==> config.mk <==
export PLATFORM = sky130hd
export DESIGN_NAME = nrc_ctrl
export DESIGN_NICKNAME = d
export VERILOG_FILES = /design/src/rtl/nrc_pkg.sv /design/src/rtl/nrc_ctrl.sv
export SDC_FILE = /design/constraint.sdc
export NUM_CORES = 1
export LEC_CHECK = 0
export BUFFER_PORTS_ARGS = -buffer_cell sky130_fd_sc_hd__buf_2
export CAP_MARGIN = 10
export CORE_AREA = 2 2 39 41
export CTS_CLUSTER_DIAMETER = 200
export CTS_CLUSTER_SIZE = 28
export DETAILED_ROUTE_END_ITERATION = 12
export DIE_AREA = 0 0 41 43
export PLACE_DENSITY = 0.63
export SKIP_LAST_GASP = 1
export SYNTH_ARGS = -nofsm -noshare
export SYNTH_HDL_FRONTEND = slang
export SYNTH_SLANG_ARGS = --single-unit
export TNS_END_PERCENT = 10
==> constraint.sdc <==
create_clock -name clk -period 1.2 [get_ports clk]
set_input_delay 0.06 -clock clk [delete_from_list [all_inputs] [get_ports clk]]
set_output_delay 0.06 -clock clk [all_outputs]
set_load 0.005 [all_outputs]
==> src/rtl/nrc_pkg.sv <==
// Shared types and constants of the normalized rgb convolution core
`timescale 1ns / 1ps
package nrc_pkg;

  // kernel geometry
  localparam int KSIZE = 3;
  localparam int HALF = KSIZE / 2;
  localparam int KK = KSIZE * KSIZE;
  localparam int KW = (KSIZE > 1) ? $clog2(KSIZE) : 1;
  localparam int PW = (KK > 1) ? $clog2(KK) : 1;
  localparam int RING_ROWS = 2 * KSIZE;
  localparam int RW = $clog2(RING_ROWS);
  localparam int MAX_HEIGHT = 1024;

  // arithmetic widths: 9x8 signed product, sums over the kernel
  localparam int PRW = 17;
  localparam int SW = PRW + $clog2(KK) + 1;
  localparam int DW = 8 + $clog2(KK) + 1;
  localparam int XW = SW + 1;

  // request codes
  localparam logic [1:0] REQ_COEF = 2'd0;
  localparam logic [1:0] REQ_PIXEL = 2'd1;
  localparam logic [1:0] REQ_FLUSH = 2'd2;

  // configuration register indexes
  localparam logic [1:0] CFG_WIDTH = 2'd0;
  localparam logic [1:0] CFG_HEIGHT = 2'd1;

  typedef struct packed {
    logic [1:0]        req_type;
    logic [3:0]        coef_index;
    logic signed [7:0] coef_value;
    logic [7:0]        red;
    logic [7:0]        green;
    logic [7:0]        blue;
  } in_item_t;

  typedef struct packed {
    logic [7:0] out_red;
    logic [7:0] out_green;
    logic [7:0] out_blue;
    logic [9:0] out_row;
    logic [9:0] out_col;
    logic       last_pixel;
  } out_item_t;

  // controller to datapath
  typedef struct packed {
    logic take;
    logic exec;
    logic win_start;
    logic div_start;
    logic load;
  } cmd_t;

  // datapath to controller
  typedef struct packed {
    logic req_emit;
    logic emit_ready;
    logic win_done;
    logic div_done;
    logic out_free;
  } status_t;

endpackage

==> src/rtl/nrc_ctrl.sv <==
// Controller state machine of the normalized rgb convolution core
`timescale 1ns / 1ps
module nrc_ctrl (
  input  logic            clk,
  input  logic            rst,
  input  logic            in_valid,
  output logic            in_ready,
  input  nrc_pkg::status_t status,
  output nrc_pkg::cmd_t    cmd
);

  typedef enum logic [6:0] {
    S_IDLE  = 7'b0000001,
    S_EXEC  = 7'b0000010,
    S_CHECK = 7'b0000100,
    S_WIN   = 7'b0001000,
    S_PREP  = 7'b0010000,
    S_DIV   = 7'b0100000,
    S_OUT   = 7'b1000000
  } state_t;

  state_t state, state_next;

  // state register
  always_ff @(posedge clk) begin
    if (rst) begin
      state <= S_IDLE;
    end else begin
      state <= state_next;
    end
  end

  assign in_ready = (state == S_IDLE);

  // next state and commands
  always_comb begin
    state_next = state;
    cmd = '0;
    unique case (state)
      S_IDLE: begin
        cmd.take = in_valid;
        if (in_valid) state_next = S_EXEC;
      end
      S_EXEC: begin
        cmd.exec = 1'b1;
        state_next = status.req_emit ? S_CHECK : S_IDLE;
      end
      S_CHECK: begin
        cmd.win_start = status.emit_ready;
        state_next = status.emit_ready ? S_WIN : S_IDLE;
      end
      S_WIN: begin
        if (status.win_done) state_next = S_PREP;
      end
      S_PREP: begin
        cmd.div_start = 1'b1;
        state_next = S_DIV;
      end
      S_DIV: begin
        if (status.div_done) state_next = S_OUT;
      end
      S_OUT: begin
        cmd.load = status.out_free;
        if (status.out_free) state_next = S_IDLE;
      end
      default: state_next = S_IDLE;
    endcase
  end

endmodule

-- After elaboration in Yosys (flattened, before gate mapping)
Index checks and enable logic that the tools add are counted.
- bits in registers: 7
- latch bits: 0
- memory bits (writable): 0
- bits in read-only memories: 0
- input port bits: 8
- output and inout bits: 6
- word-level logic and storage cells: 25
- memories: 0
- $add $sub $neg: 0
- multiply operators: 0
- divide/modulo/power cells: 0
- order comparisons: 0
- equal/unequal tests: 11
- shift-type cells: 0
- mux-type cells: 12
- bitwise logic cells: 0
- reduce and logical (&&, ||, !) cells: 1
- operators with widths (operator ; count):
    7-bit one-hot mux with 7 select lines ; 1
    7-bit 2-to-1 mux ; 4
    2-bit != test, second input constant ; 4
    7-bit by 1-bit equality test with 1-bit output, second input constant ; 1
    7-bit by 2-bit equality test with 1-bit output, second input constant ; 1
    7-bit by 3-bit equality test with 1-bit output, second input constant ; 1
    7-bit by 4-bit equality test with 1-bit output, second input constant ; 1
    7-bit by 5-bit equality test with 1-bit output, second input constant ; 1
    7-bit by 6-bit equality test with 1-bit output, second input constant ; 1
    7-bit equality test, second input constant ; 1
    1-bit 2-to-1 mux ; 5
    4-bit 2-to-1 mux ; 1
    4-bit AND reduction ; 1
    3-bit 2-to-1 mux ; 1

-- Logic depth before layout (Yosys ltp)
Gate-level depths: netlist of run 1.
- depth after elaboration: 3
- gate-level depth with buffers: 5
- depth with buffers taken out: 4

-- Least setup slack after synthesis of run 1
No wires, ideal clock.
- path type: flip-flop to flip-flop
- start point: register state[5]
- end point: register state[6]
- library setup time: 0.115 ns
- arrival: 1.183 ns
- data required time: 1.085 ns
- path slack: -0.098 ns
- stages on the path, launching flop included: 6
- buffers on the path: 1
- clock period less this slack: 1.298 ns
- path through: dfxtp_1 > buf_6 > nor3b_2 > o2111ai_2 > and4_1 > o21ba_1
- longest elaborated chain between the ends: 3
- elaborated cells on any way between the ends: 13
- those cells by class: 11 x eq/ne; 1 x mux; 1 x reduce/logical
- ends and longest elaborated chain (what ; line ; source):
    from (decl) ; nrc_ctrl.sv:22 ; state_t state, state_next;
    from (signal assigned) ; nrc_ctrl.sv:29 ; state <= state_next;
    7-bit by 4-bit equality test with 1-bit output (tied with other cells) ; nrc_ctrl.sv:39 ; unique case (state)
    2-bit != test (no source line) ; - ;
    4-bit AND reduction (no source line) ; - ;
Parallel ways exist; a longest one is shown, timed or not.
A chain may end at the register's enable or synchronous reset.

==> results of run 1 <==
routing by layer:
metal / vias up / track usage (%) / share of wire (%) / wire, um
met2: 26 / 35.3 / 52 / 812
met3: 2 / 5.24 / 6.0 / 94
met5: - / 0 / 0 / 0
li1: 287 / - / - / -
met4: 0 / 7.33 / 0.71 / 11
met1: 266 / 23.1 / 41 / 640
area by class of cell:
cell class	instances	area, um2	share of cell area [%]
Multi-Input combinational cell	46	413	49.8
Clock buffer	4	26.3	3.17
Inverter	5	18.8	2.27
Tap cell	16	20.0	2.42
Timing Repair Buffer	30	196	23.7
Sequential cell	7	154	18.6
cell usage after synthesis:
master and instances:
sky130_fd_sc_hd__and4b_2 1, sky130_fd_sc_hd__o21ba_1 1, sky130_fd_sc_hd__xor2_1 2, sky130_fd_sc_hd__nor3_4 1, sky130_fd_sc_hd__nor3b_2 2, sky130_fd_sc_hd__nor2_1 6
sky130_fd_sc_hd__nor3b_1 3, sky130_fd_sc_hd__o311a_1 1, sky130_fd_sc_hd__and4_1 1, sky130_fd_sc_hd__o2111ai_2 1, sky130_fd_sc_hd__nand3b_1 1, sky130_fd_sc_hd__and4b_1 1
sky130_fd_sc_hd__inv_1 5, sky130_fd_sc_hd__nand2b_1 1, sky130_fd_sc_hd__a31oi_1 1, sky130_fd_sc_hd__dfxtp_1 7, sky130_fd_sc_hd__o21ai_2 1, sky130_fd_sc_hd__nor4_1 1
sky130_fd_sc_hd__nand3_1 3, sky130_fd_sc_hd__nor3_1 1, sky130_fd_sc_hd__nor2_2 1, sky130_fd_sc_hd__nor4b_2 3, sky130_fd_sc_hd__nand2_1 2, sky130_fd_sc_hd__and2_1 1
sky130_fd_sc_hd__and3_1 2, sky130_fd_sc_hd__o21ai_0 1, sky130_fd_sc_hd__a21oi_1 3, sky130_fd_sc_hd__nand2_2 1, sky130_fd_sc_hd__nand4b_1 1, sky130_fd_sc_hd__o211ai_1 1
sky130_fd_sc_hd__clkbuf_8 1, sky130_fd_sc_hd__buf_6 1, sky130_fd_sc_hd__a22oi_2 1
stage by stage:
stage | cells | util (%) | cell area, um2
global placement | 98 | 49.9 | 691
CTS | 107 | 59.3 | 821
finish | 108 | 59.9 | 828
global route | 108 | 59.9 | 828
detailed placement | 98 | 49.9 | 691
floorplan | 60 | - | 548
what timing repair did:
action	CTS	global route
pin swaps	3	0
buffers inserted	5	1
endpoints found under the setup margin	13	13
cloned	0	0
gates resized for setup	18	0
kinds of logic (layout without fill, tap and decap cells):
family,Yosys count,in the layout
flops,7,7
buf+inv,7,39
xor+xnor,2,2
compound gates,11,11
simple gates,33,33
report_power, final:
group	switching, mW	leakage [nW]	internal [mW]
combinational	0.242	0.308	0.366
sequential	0.0982	0.0603	0.278
clock	0.0913	0.0150	0.127
critical path: stages, from the launching register on:
cell                      delay, ps
sky130_fd_sc_hd__dfxtp_2        380
sky130_fd_sc_hd__nor2_4         190
sky130_fd_sc_hd__and3_4         220
sky130_fd_sc_hd__and4b_2        200
sky130_fd_sc_hd__buf_2          100
cells in the final DEF, fill, tap and decap left out, drive strengths merged:
| cell type | count |
|---|---|
| a21oi | 3 |
| a22oi | 1 |
| a31oi | 1 |
| and2 | 1 |
| and3 | 2 |
| and4 | 1 |
| and4b | 2 |
| buf | 30 |
| clkbuf | 4 |
| dfxtp | 7 |
| inv | 5 |
| nand2 | 3 |
| nand2b | 1 |
| nand3 | 3 |
| nand3b | 1 |
| nand4b | 1 |
| nor2 | 7 |
| nor3 | 2 |
| nor3b | 5 |
| nor4 | 1 |
| nor4b | 3 |
| o2111ai | 1 |
| o211ai | 1 |
| o21ai | 2 |
| o21ba | 1 |
| o311a | 1 |
| xor2 | 2 |
final timing paths:
path	startpoint	slack (ps)	end	cells after the start
setup reg to reg	state[6]$_SDFFE_PP0P_	-170	state[2]$_SDFFE_PP0P_	5
setup / recovery	state[2]$_SDFFE_PP0P_	-210	cmd[0]	4
hold / removal	status[4]	40	state[2]$_SDFFE_PP0P_	3
hold reg to reg	state[0]$_SDFFE_PP1P_	670	state[3]$_SDFFE_PP0P_	3
==> summary.txt, run 1 <==
Clock network
  • Clock network latency to the later pin of the worst-skew pair: 260 ps
  • Clock root buffer: sky130_fd_sc_hd__clkbuf_4
  • Num CTS Buffers: 3
  • CTS tree: done
  • Number of buffers on the longest clock path: 2
  • CTS clk-pin slew, worst paths: 60 ps
  • H-Tree Depth: 1
  • Sinks on the clock net: 7
  • Number of buffers added to fix hold violations after cts: 0

Drt
  • Post-DR vias/cell: 5.38
  • Number of optimization iterations in the first detailed-route pass: 4
  • Number of nets with antenna violations after detailed routing: 0
  • Final routed DRC violation total: 0
  • Wirelength per Cell: 14.4 um
  • Vias after detailed routing: 581
  • Final Routed Wirelength: 1.56 mm
  • Starting DRC count in detailed routing: 11

Min path
  • Class of the tightest hold or removal check: in -> reg

Timing
  • Slew at the pin with the worst max-slew slack: 272 ps
  • Post-layout min period: 1410 ps
  • Final count of hold timing violations: 0
  • Final sum of negative setup slack: -1990 ps
  • Setup repair after global routing missed its margin: yes
  • Relative slew slack: 81.8%
  • Crit path setup slack, layout: -212 ps
  • Share of the cycle needed by the critical path after routing: 118%
  • Clock skew after layout: 6.23 ps
  • Number of failing setup endpoints in the final timing report: 13
  • Min Hold Slack: 43.1 ps
  • Total count of max-transition violations in the final report: 0
  • Highest clock rate: 708 MHz

GRT
  • Wire length of the first global-routing pass: 2.46 mm
  • Largest net degree at the start of global routing: 8
  • Number of antenna violations at the first check in global routing: 0
  • Total congestion overflow after global routing: 0
  • All-Layer GR Usage: 20.7%
  • Number of global-route vias before repair: 603

Yosys
  • Top-area cell type share of the netlist area: 25.9%
  • Number of warning messages in the yosys log: 0
  • Arithmetic-cell share of the synthesized area counting full adders, half adders and majority gates: 0%
  • Mux share of post-synthesis cell area: 0%
  • Total nets after synthesis: 68
  • Sequential cell area fraction in the yosys report: 25.9%
  • Combined area of all synthesized cells: 541 um2
  • Largest family of logic cells by synthesized area: simple AND/OR/NAND/NOR gates
  • Synthesized area per cell: 9.01 um2
  • Gate Count Post-Synth: 60
  • Simple logic cell fraction of the synthesized area: 46.1%
  • Synthesis-stage register bit count: 7
  • Cell types occupying the most area after synthesis: sky130_fd_sc_hd__dfxtp_1 (26%), sky130_fd_sc_hd__nor4b_2 (8.3%), sky130_fd_sc_hd__nor3b_2 (4.6%)
  • Post-Synth XOR/XNOR Area: 3.24%
  • Biggest area consumer among synthesized cells: sky130_fd_sc_hd__dfxtp_1
  • Synth Area in Compound Gates: 16.7%
  • Post-synth cell types: 33

Cells and area
  • Layout fillers: 127
  • Max reg flops: 7
  • Number of diodes added for antenna fixing: 0
  • Post-synthesis to final-layout area growth: 53.2%
  • Layout cells sized above 1: 60.9%
  • Final #Nets: 101
  • Largest Register: state
  • Top Registers: state: 7 flops

Worst setup path
  • Startpoint Class: flip-flop
  • Required arrival time at the worst endpoint: 1140 ps
  • Critical path data arrival time: 1350 ps
  • Largest fanout on the critical path: 7
  • Kind of capture point of the worst setup path: output pin
  • Critical path start-end classification: reg -> out

Pwr
  • Static Leakage: 0.383 nW
  • PwrDens: 1450 nW/um2
  • Worst VDD drop: 1.16 mV
  • Pwr Total: 1.20 mW

Outcome
  • Run status: finished with violations
  • Violated checks: negative setup slack

Floorplanning
  • Die boundary width: 41 um
  • Cell Rows: 14
  • Initial standard-cell utilization of the core: 39.1%
  • IO Count: 14
  • Die outline area: 1760 um2
  • Core Region: 1380 um2
  • Die span in y: 43 um

Placement
  • Port Buffers: 13
  • Setup slack at placement: -152 ps
  • Placed wire-length estimate after detailed placement: 1.02 mm
  • Final estimated routing congestion in global placement: 0.840

Run
  • # Max-Cap Violations: 0
Note: power is estimated with default switching activity, not from simulation.
==> inputs of run 2 (changes only) <==
--- a/config.mk
+++ b/config.mk
@@ -13,6 +13,7 @@
 export DETAILED_ROUTE_END_ITERATION = 12
 export DIE_AREA = 0 0 41 43
 export PLACE_DENSITY = 0.63
+export REMOVE_ABC_BUFFERS = 1
 export SKIP_LAST_GASP = 1
 export SYNTH_ARGS = -nofsm -noshare
 export SYNTH_HDL_FRONTEND = slang
==> run 2 against run 1 <==
Against the previous run: the run still ends with negative setup slack left; register-to-register slack about the same; die area did not move; clock power about the same; core utilization is 1.4 points higher; critical path type unchanged; critical endpoint is now cmd[1].
==> summary.txt, run 2 (same netlist as run 1, synthesis figures left out) <==
Pwr
  • Worst VDD drop: 0.896 mV (was 1.16 mV)
  • Static Leakage: 0.403 nW (was 0.383 nW)
  • PwrDens: 1330 nW/um2 (was 1450 nW/um2)

Cells and area
  • Number of diodes added for antenna fixing: 0 (unchanged)
  • Most used cells in the layout excluding fill and tap cells: sky130_fd_sc_hd__buf_4 (20), sky130_fd_sc_hd__buf_2 (13), sky130_fd_sc_hd__inv_1 (5), sky130_fd_sc_hd__nor2_1 (5), sky130_fd_sc_hd__dfxtp_2 (4) (was sky130_fd_sc_hd__buf_4 (16), sky130_fd_sc_hd__buf_2 (13), sky130_fd_sc_hd__nor2_1 (5), sky130_fd_sc_hd__dfxtp_2 (5), sky130_fd_sc_hd__inv_1 (4))
  • Final #Nets: 106 (was 101)
  • Post-synthesis to final-layout area growth: 56.9% (was 53.2%)
  • Area of combinational cells with multiple inputs: 393 um2 (was 413 um2)
  • Final non-filler cell area: 848 um2 (was 828 um2)
  • Most frequent standard cell in the layout excluding fill and tap cells: sky130_fd_sc_hd__buf_4 (unchanged)
  • Layout cells sized above 1: 59.8% (was 60.9%)
  • Layout fillers: 123 (was 127)
  • Top Registers: state: 7 flops (unchanged)
  • Max reg flops: 7 (unchanged)
  • Storage cell area: 153 um2 (was 154 um2)
  • Largest Register: state (unchanged)

Worst setup path
  • Top delay family on crit path: simple AND/OR/NAND/NOR gates (unchanged)
  • Slowest stage cell, crit path: sky130_fd_sc_hd__dfxtp_4 (was sky130_fd_sc_hd__dfxtp_2)
  • Startpoint Class: flip-flop (unchanged)
  • Required arrival time at the worst endpoint: 1140 ps (about the same)
  • Critical path data arrival time: 1370 ps (was 1350 ps)
  • Kind of capture point of the worst setup path: output pin (unchanged)
  • Cells along the critical path: nor4_4, nor4b_4, buf_2 (was nor2_4, and3_4, and4b_2, buf_2)
  • Critical path start-end classification: reg -> out (unchanged)
  • R2R depth: 5 (unchanged)
  • Largest fanout on the critical path: 5 (was 7)
  • Setup slack of the worst register-to-register path: -180 ps (was -170 ps)
  • Worst path max stage delay: 370 ps (was 380 ps)
  • Combined buffer and inverter count along the critical path: 1 (unchanged)
  • Destination of the worst register-to-register timing path: state[6]$_SDFFE_PP0P_ (was state[2]$_SDFFE_PP0P_)
  • Reg-to-reg startpoint: state[6]$_SDFFE_PP0P_ (unchanged)

Timing
  • Slew at the pin with the worst max-slew slack: 288 ps (was 272 ps)
  • Share of the cycle needed by the critical path after routing: 119% (was 118%)
  • Final count of hold timing violations: 0 (unchanged)
  • Number of failing setup endpoints in the final timing report: 13 (unchanged)
  • Final sum of negative setup slack: -2120 ps (was -1990 ps)
  • Clock skew after layout: 1.45 ps (was 6.23 ps)
  • Relative slew slack: 80.7% (was 81.8%)
  • Crit path setup slack, layout: -230 ps (was -212 ps)
  • Highest clock rate: 699 MHz (was 708 MHz)
  • Setup repair after global routing missed its margin: yes (unchanged)
  • Post-layout min period: 1430 ps (was 1410 ps)
  • Total count of max-transition violations in the final report: 0 (unchanged)

Min path
  • Class of the tightest hold or removal check: in -> reg (unchanged)
  • Worst Hold End: state[3]$_SDFFE_PP0P_ (was state[2]$_SDFFE_PP0P_)
  • Hold depth: 2 (was 3)
  • Source of the worst hold timing path: rst (was status[4])

Floorplanning
  • Die outline area: 1760 um2 (unchanged)
  • Initial standard-cell utilization of the core: 39.1% (unchanged)
  • Core Region: 1380 um2 (unchanged)
  • Die span in y: 43 um (unchanged)
  • Cell Rows: 14 (unchanged)
  • IO Count: 14 (unchanged)
  • Die boundary width: 41 um (unchanged)

Clock network
  • Clock network latency to the later pin of the worst-skew pair: 250 ps (was 260 ps)
  • Clock root buffer: sky130_fd_sc_hd__clkbuf_4 (unchanged)
  • Number of buffers on the longest clock path: 2 (unchanged)
  • Sinks on the clock net: 7 (unchanged)
  • Num CTS Buffers: 3 (unchanged)
  • CTS tree: done (unchanged)
  • CTS clk-pin slew, worst paths: 50 ps (was 60 ps)
  • H-Tree Depth: 1 (unchanged)

GRT
  • Global routing met3 resource utilization: 0% (was 5.24%)
  • Total congestion overflow after global routing: 0 (unchanged)
  • Largest net degree at the start of global routing: 8 (unchanged)
  • Wire length of the first global-routing pass: 2.51 mm (was 2.46 mm)
  • All-Layer GR Usage: 21.6% (was 20.7%)
  • Number of antenna violations at the first check in global routing: 0 (unchanged)
  • GRT met1 Usage: 26.3% (was 23.1%)
  • GRT met2 Usage: 34.7% (was 35.3%)
  • Grt peak-use layer: met2 (unchanged)
  • Number of global-route vias before repair: 600 (was 603)

Outcome
  • Violated checks: negative setup slack (unchanged)
  • Run status: finished with violations (unchanged)

Drt
  • Final routed DRC violation total: 0 (unchanged)
  • Number of nets with antenna violations after detailed routing: 0 (unchanged)
  • Vias after detailed routing: 602 (was 581)
  • Number of optimization iterations in the first detailed-route pass: 4 (unchanged)
  • Wirelength per Cell: 13.2 um (was 14.4 um)
  • Starting DRC count in detailed routing: 6 (was 11)
  • Post-DR vias/cell: 5.33 (was 5.38)
  • Final Routed Wirelength: 1.50 mm (was 1.56 mm)

Run
  • # Max-Cap Violations: 0 (unchanged)

Placement
  • Placed wire-length estimate after detailed placement: 1.03 mm (was 1.02 mm)
  • Final estimated routing congestion in global placement: 0.785 (was 0.840)
  • Placed cell area: 706 um2 (was 691 um2)
  • Port Buffers: 13 (unchanged)
==> run 2: cell type report <==
class	instances	area share [%]
Timing Repair Buffer	35	28.0
Inverter	5	2.21
Sequential cell	7	18.0
Clock buffer	4	3.10
Multi-Input combinational cell	46	46.3
Tap cell	16	2.36
==> run 2: per-layer routing <==
layer	share of wire (%)	vias up	wire (um)
li1	-	297	-
met1	40	278	596
met2	54	20	802
met3	2.7	7	40
met4	3.9	0	58
met5	0	-	0
==> run 2: repair_timing <==
action,4_1_cts,5_1_grt
endpoints found under the setup margin,13,13
setup buffers,7,1
pin swaps,5,1
hold buffers,0,0
gates resized for setup,13,3
==> run 2: stage by stage <==
stage          util (%)  power [mW]  instances  setup slack, ps  hold WS (ps)
5_1_grt            61.3        1.21        113             -327          71.6
3_5_place_dp       51.0       0.783        101             -169           324
6_report           61.3        1.13        113             -230          54.2
4_1_cts            60.0        1.11        112             -210          53.6
3_3_place_gp       51.0       0.782        101             -168           321
2_1_floorplan         -       0.597         58             -190           129
==> run 2: report_power, final <==
| group | switching, mW | internal, mW | total (mW) |
|---|---|---|---|
| logic | 0.226 | 0.326 | 0.552 |
| registers | 0.0865 | 0.278 | 0.364 |
| clock network | 0.0881 | 0.127 | 0.215 |
==> run 2: worst max path at each step <==
stage,from,depth (start not counted),slack [ps],to
floorplan,state[5]$_SDFFE_PP0P_,4,-190,state[6]$_SDFFE_PP0P_
global placement,state[5]$_SDFFE_PP0P_,5,-170,state[0]$_SDFFE_PP1P_
detailed placement,state[5]$_SDFFE_PP0P_,5,-170,state[0]$_SDFFE_PP1P_
CTS,state[5]$_SDFFE_PP0P_,6,-210,cmd[2]
global route,state[6]$_SDFFE_PP0P_,3,-330,cmd[1]
finish,state[6]$_SDFFE_PP0P_,3,-230,cmd[1]
==> inputs of run 3 (changes only) <==
--- a/config.mk
+++ b/config.mk
@@ -5,7 +5,7 @@
 export SDC_FILE = /design/constraint.sdc
 export NUM_CORES = 1
 export LEC_CHECK = 0
-export BUFFER_PORTS_ARGS = -buffer_cell sky130_fd_sc_hd__buf_2
+export BUFFER_PORTS_ARGS = -buffer_cell sky130_fd_sc_hd__clkbuf_2
 export CAP_MARGIN = 10
 export CORE_AREA = 2 2 39 41
 export CTS_CLUSTER_DIAMETER = 200
==> run 3 against run 2 <==
Against the previous run: the flow still finishes with violations (negative setup slack); core utilization fell by 1.4 points; global-route usage fell by 1.5 points; clock skew fell by 1.1 ps; worst hold slack got worse by 22 ps; maximum frequency rose by 1.8%; sequential power barely moved; design area fell by 2.4%; cell count fell by 2.7%; die area did not move; non-clock buffer count fell by 3; clock-buffer cell count did not move; first-iteration DRC count fell by 17%; critical path type unchanged; largest power group unchanged.
==> summary.txt, run 3 (same netlist as run 1, synthesis figures left out) <==
Outcome
  • Violated checks: negative setup slack (unchanged)
  • Run status: finished with violations (unchanged)

Placement
  • Final estimated routing congestion in global placement: 0.847 (was 0.785)
  • Inst Count DP: 100 (was 101)
  • Port Buffers: 13 (unchanged)
  • Placed wire-length estimate after detailed placement: 993 um (was 1.03 mm)
  • Setup slack at placement: -168 ps (was -169 ps)
  • Placed cell area: 698 um2 (was 706 um2)

Pwr
  • Static Leakage: 0.386 nW (was 0.403 nW)
  • Cell Int Power: 0.749 mW (was 0.731 mW)
  • Portion of total power attributed to combinational logic: 49.3% (was 48.8%)
  • PwrDens: 1420 nW/um2 (was 1330 nW/um2)
  • Power spent charging and discharging nets: 0.423 mW (was 0.400 mW)
  • Clock network fraction of total power: 19.8% (was 19.0%)
  • Worst VDD drop: 0.968 mV (was 0.896 mV)
  • Share of total power consumed by net switching: 36.1% (was 35.4%)
  • Pwr Total: 1.17 mW (was 1.13 mW)
  • Sequential cell fraction of total power: 31.0% (was 32.2%)

Floorplanning
  • Die span in y: 43 um (unchanged)
  • IO Count: 14 (unchanged)
  • Core Region: 1380 um2 (unchanged)
  • Cell Rows: 14 (unchanged)
  • Die outline area: 1760 um2 (unchanged)
  • Die boundary width: 41 um (unchanged)
  • Initial standard-cell utilization of the core: 39.1% (unchanged)

Timing
  • Final count of hold timing violations: 0 (unchanged)
  • Crit path setup slack, layout: -204 ps (was -230 ps)
  • Total count of max-transition violations in the final report: 0 (unchanged)
  • Slew at the pin with the worst max-slew slack: 308 ps (was 288 ps)
  • Highest clock rate: 712 MHz (was 699 MHz)
  • Number of failing setup endpoints in the final timing report: 13 (unchanged)
  • Share of the cycle needed by the critical path after routing: 117% (was 119%)
  • Relative slew slack: 79.4% (was 80.7%)
  • Setup repair after global routing missed its margin: yes (unchanged)
  • Post-layout min period: 1400 ps (was 1430 ps)
  • Clock skew after layout: 0.317 ps (was 1.45 ps)

Cells and area
  • Most used cells in the layout excluding fill and tap cells: sky130_fd_sc_hd__buf_4 (18), sky130_fd_sc_hd__clkbuf_2 (12), sky130_fd_sc_hd__inv_1 (5), sky130_fd_sc_hd__nor2_1 (5), sky130_fd_sc_hd__dfxtp_4 (4) (was sky130_fd_sc_hd__buf_4 (20), sky130_fd_sc_hd__buf_2 (13), sky130_fd_sc_hd__inv_1 (5), sky130_fd_sc_hd__nor2_1 (5), sky130_fd_sc_hd__dfxtp_2 (4))
  • Number of diodes added for antenna fixing: 0 (unchanged)
  • Post-synthesis to final-layout area growth: 53.2% (was 56.9%)
  • Final #Nets: 103 (was 106)
  • Max reg flops: 7 (unchanged)
  • Post-layout instance count excluding filler cells: 110 (was 113)
  • Most frequent standard cell in the layout excluding fill and tap cells: sky130_fd_sc_hd__buf_4 (unchanged)
  • Top Registers: state: 7 flops (unchanged)
  • Layout cells sized above 1: 58.5% (was 59.8%)
  • Final non-filler cell area: 828 um2 (was 848 um2)
  • Largest Register: state (unchanged)

Worst setup path
  • Largest fanout on the critical path: 7 (was 5)
  • Critical path data arrival time: 1340 ps (was 1370 ps)
  • Kind of capture point of the worst setup path: output pin (unchanged)
  • R2R depth: 4 (was 5)
  • Critical path start-end classification: reg -> out (unchanged)
  • Required arrival time at the worst endpoint: 1140 ps (about the same)
  • Startpoint Class: flip-flop (unchanged)

Clock network
  • Sinks on the clock net: 7 (unchanged)
  • Clock root buffer: sky130_fd_sc_hd__clkbuf_4 (unchanged)
  • Clock network latency to the later pin of the worst-skew pair: 260 ps (was 250 ps)
  • Num CTS Buffers: 3 (unchanged)
  • CTS tree: done (unchanged)
  • CTS clk-pin slew, worst paths: 60 ps (was 50 ps)
  • H-Tree Depth: 1 (unchanged)
  • Number of buffers on the longest clock path: 2 (unchanged)

Drt
  • Number of optimization iterations in the first detailed-route pass: 4 (unchanged)
  • Starting DRC count in detailed routing: 5 (was 6)
  • Post-DR vias/cell: 5.37 (was 5.33)
  • Vias after detailed routing: 591 (was 602)
  • Final Routed Wirelength: 1.50 mm (about the same)
  • Final routed DRC violation total: 0 (unchanged)
  • Wirelength per Cell: 13.6 um (was 13.2 um)
  • Number of nets with antenna violations after detailed routing: 0 (unchanged)

GRT
  • Largest net degree at the start of global routing: 9 (was 8)
  • All-Layer GR Usage: 20.1% (was 21.6%)
  • Total congestion overflow after global routing: 0 (unchanged)
  • Wire length of the first global-routing pass: 2.33 mm (was 2.51 mm)
  • Number of antenna violations at the first check in global routing: 0 (unchanged)
  • Number of global-route vias before repair: 535 (was 600)

Min path
  • Class of the tightest hold or removal check: in -> reg (unchanged)
  • Hold depth: 3 (was 2)

Run
  • # Max-Cap Violations: 0 (unchanged)
## run 3: cell types whose count changed in the layout (fill, tap and decap cells not counted)
cell | previous run | this run
sky130_fd_sc_hd__dfxtp_2 | 4 | 1
sky130_fd_sc_hd__nand2_1 | 2 | 1
sky130_fd_sc_hd__nand2_2 | 1 | 2
sky130_fd_sc_hd__clkbuf_2 | 0 | 12
sky130_fd_sc_hd__dfxtp_4 | 2 | 4
sky130_fd_sc_hd__buf_2 | 13 | 1
sky130_fd_sc_hd__buf_4 | 20 | 18
sky130_fd_sc_hd__buf_6 | 2 | 1
sky130_fd_sc_hd__dfxtp_1 | 1 | 2
## run 3: area by class of cell
cell class | instances | area [um2]
multi-input cells | 46 | 395
flip-flops and latches | 7 | 156
inverters | 5 | 18.8
clock buffers | 4 | 26.3
well taps | 16 | 20.0
repair buffers | 32 | 211
fillers | 122 | 556
## run 3: power groups by stage
stage	Combinational, mW	Sequential [mW]	Clock, mW
final	0.577	0.363	0.232
after global routing	0.618	0.370	0.244
after CTS	0.521	0.357	0.229
after detailed placement	0.460	0.321	0
after global placement	0.457	0.323	0
after floorplan	0.285	0.312	0
## run 3: final timing paths
path / from / slack [ps] / endpoint
setup / recovery: state[2]$_SDFFE_PP0P_ / -200 / cmd[0]
hold / removal: status[4] / 30 / state[2]$_SDFFE_PP0P_
setup reg to reg: state[5]$_SDFFE_PP0P_ / -180 / state[6]$_SDFFE_PP0P_
hold reg to reg: state[2]$_SDFFE_PP0P_ / 640 / state[4]$_SDFFE_PP0P_
## run 3: layer usage
| layer | part of all wire [%] | track usage (%) |
|---|---|---|
| met5 | 0 | 0 |
| met2 | 50 | 28.7 |
| met1 | 43 | 27.0 |
| met3 | 3.5 | 1.57 |
| met4 | 3.3 | 14.0 |
## run 3: stage by stage
| stage | TNS (ps) | util [%] | hold WS, ps |
|---|---|---|---|
| 2_1_floorplan | -253 | - | 129 |
| 3_3_place_gp | -918 | 50.5 | 302 |
| 3_5_place_dp | -1080 | 50.5 | 306 |
| 4_1_cts | -1800 | 57.4 | 29.0 |
| 5_1_grt | -2830 | 59.9 | 49.8 |
| 6_report | -1990 | 59.9 | 31.9 |
## run 3: timing repair
item                                    4_1_cts  5_1_grt
resized for setup                            13        5
buffers inserted                              3        3
hold buffers                                  0        0
pin swaps                                     3        3
endpoints found under the setup margin       13       13
## run 3: worst max-delay path, stage by stage, from the launching register on
cell	delay, ps
sky130_fd_sc_hd__dfxtp_4	380
sky130_fd_sc_hd__nor2_4	150
sky130_fd_sc_hd__and3_1	220
sky130_fd_sc_hd__and4b_2	220
sky130_fd_sc_hd__clkbuf_2	100
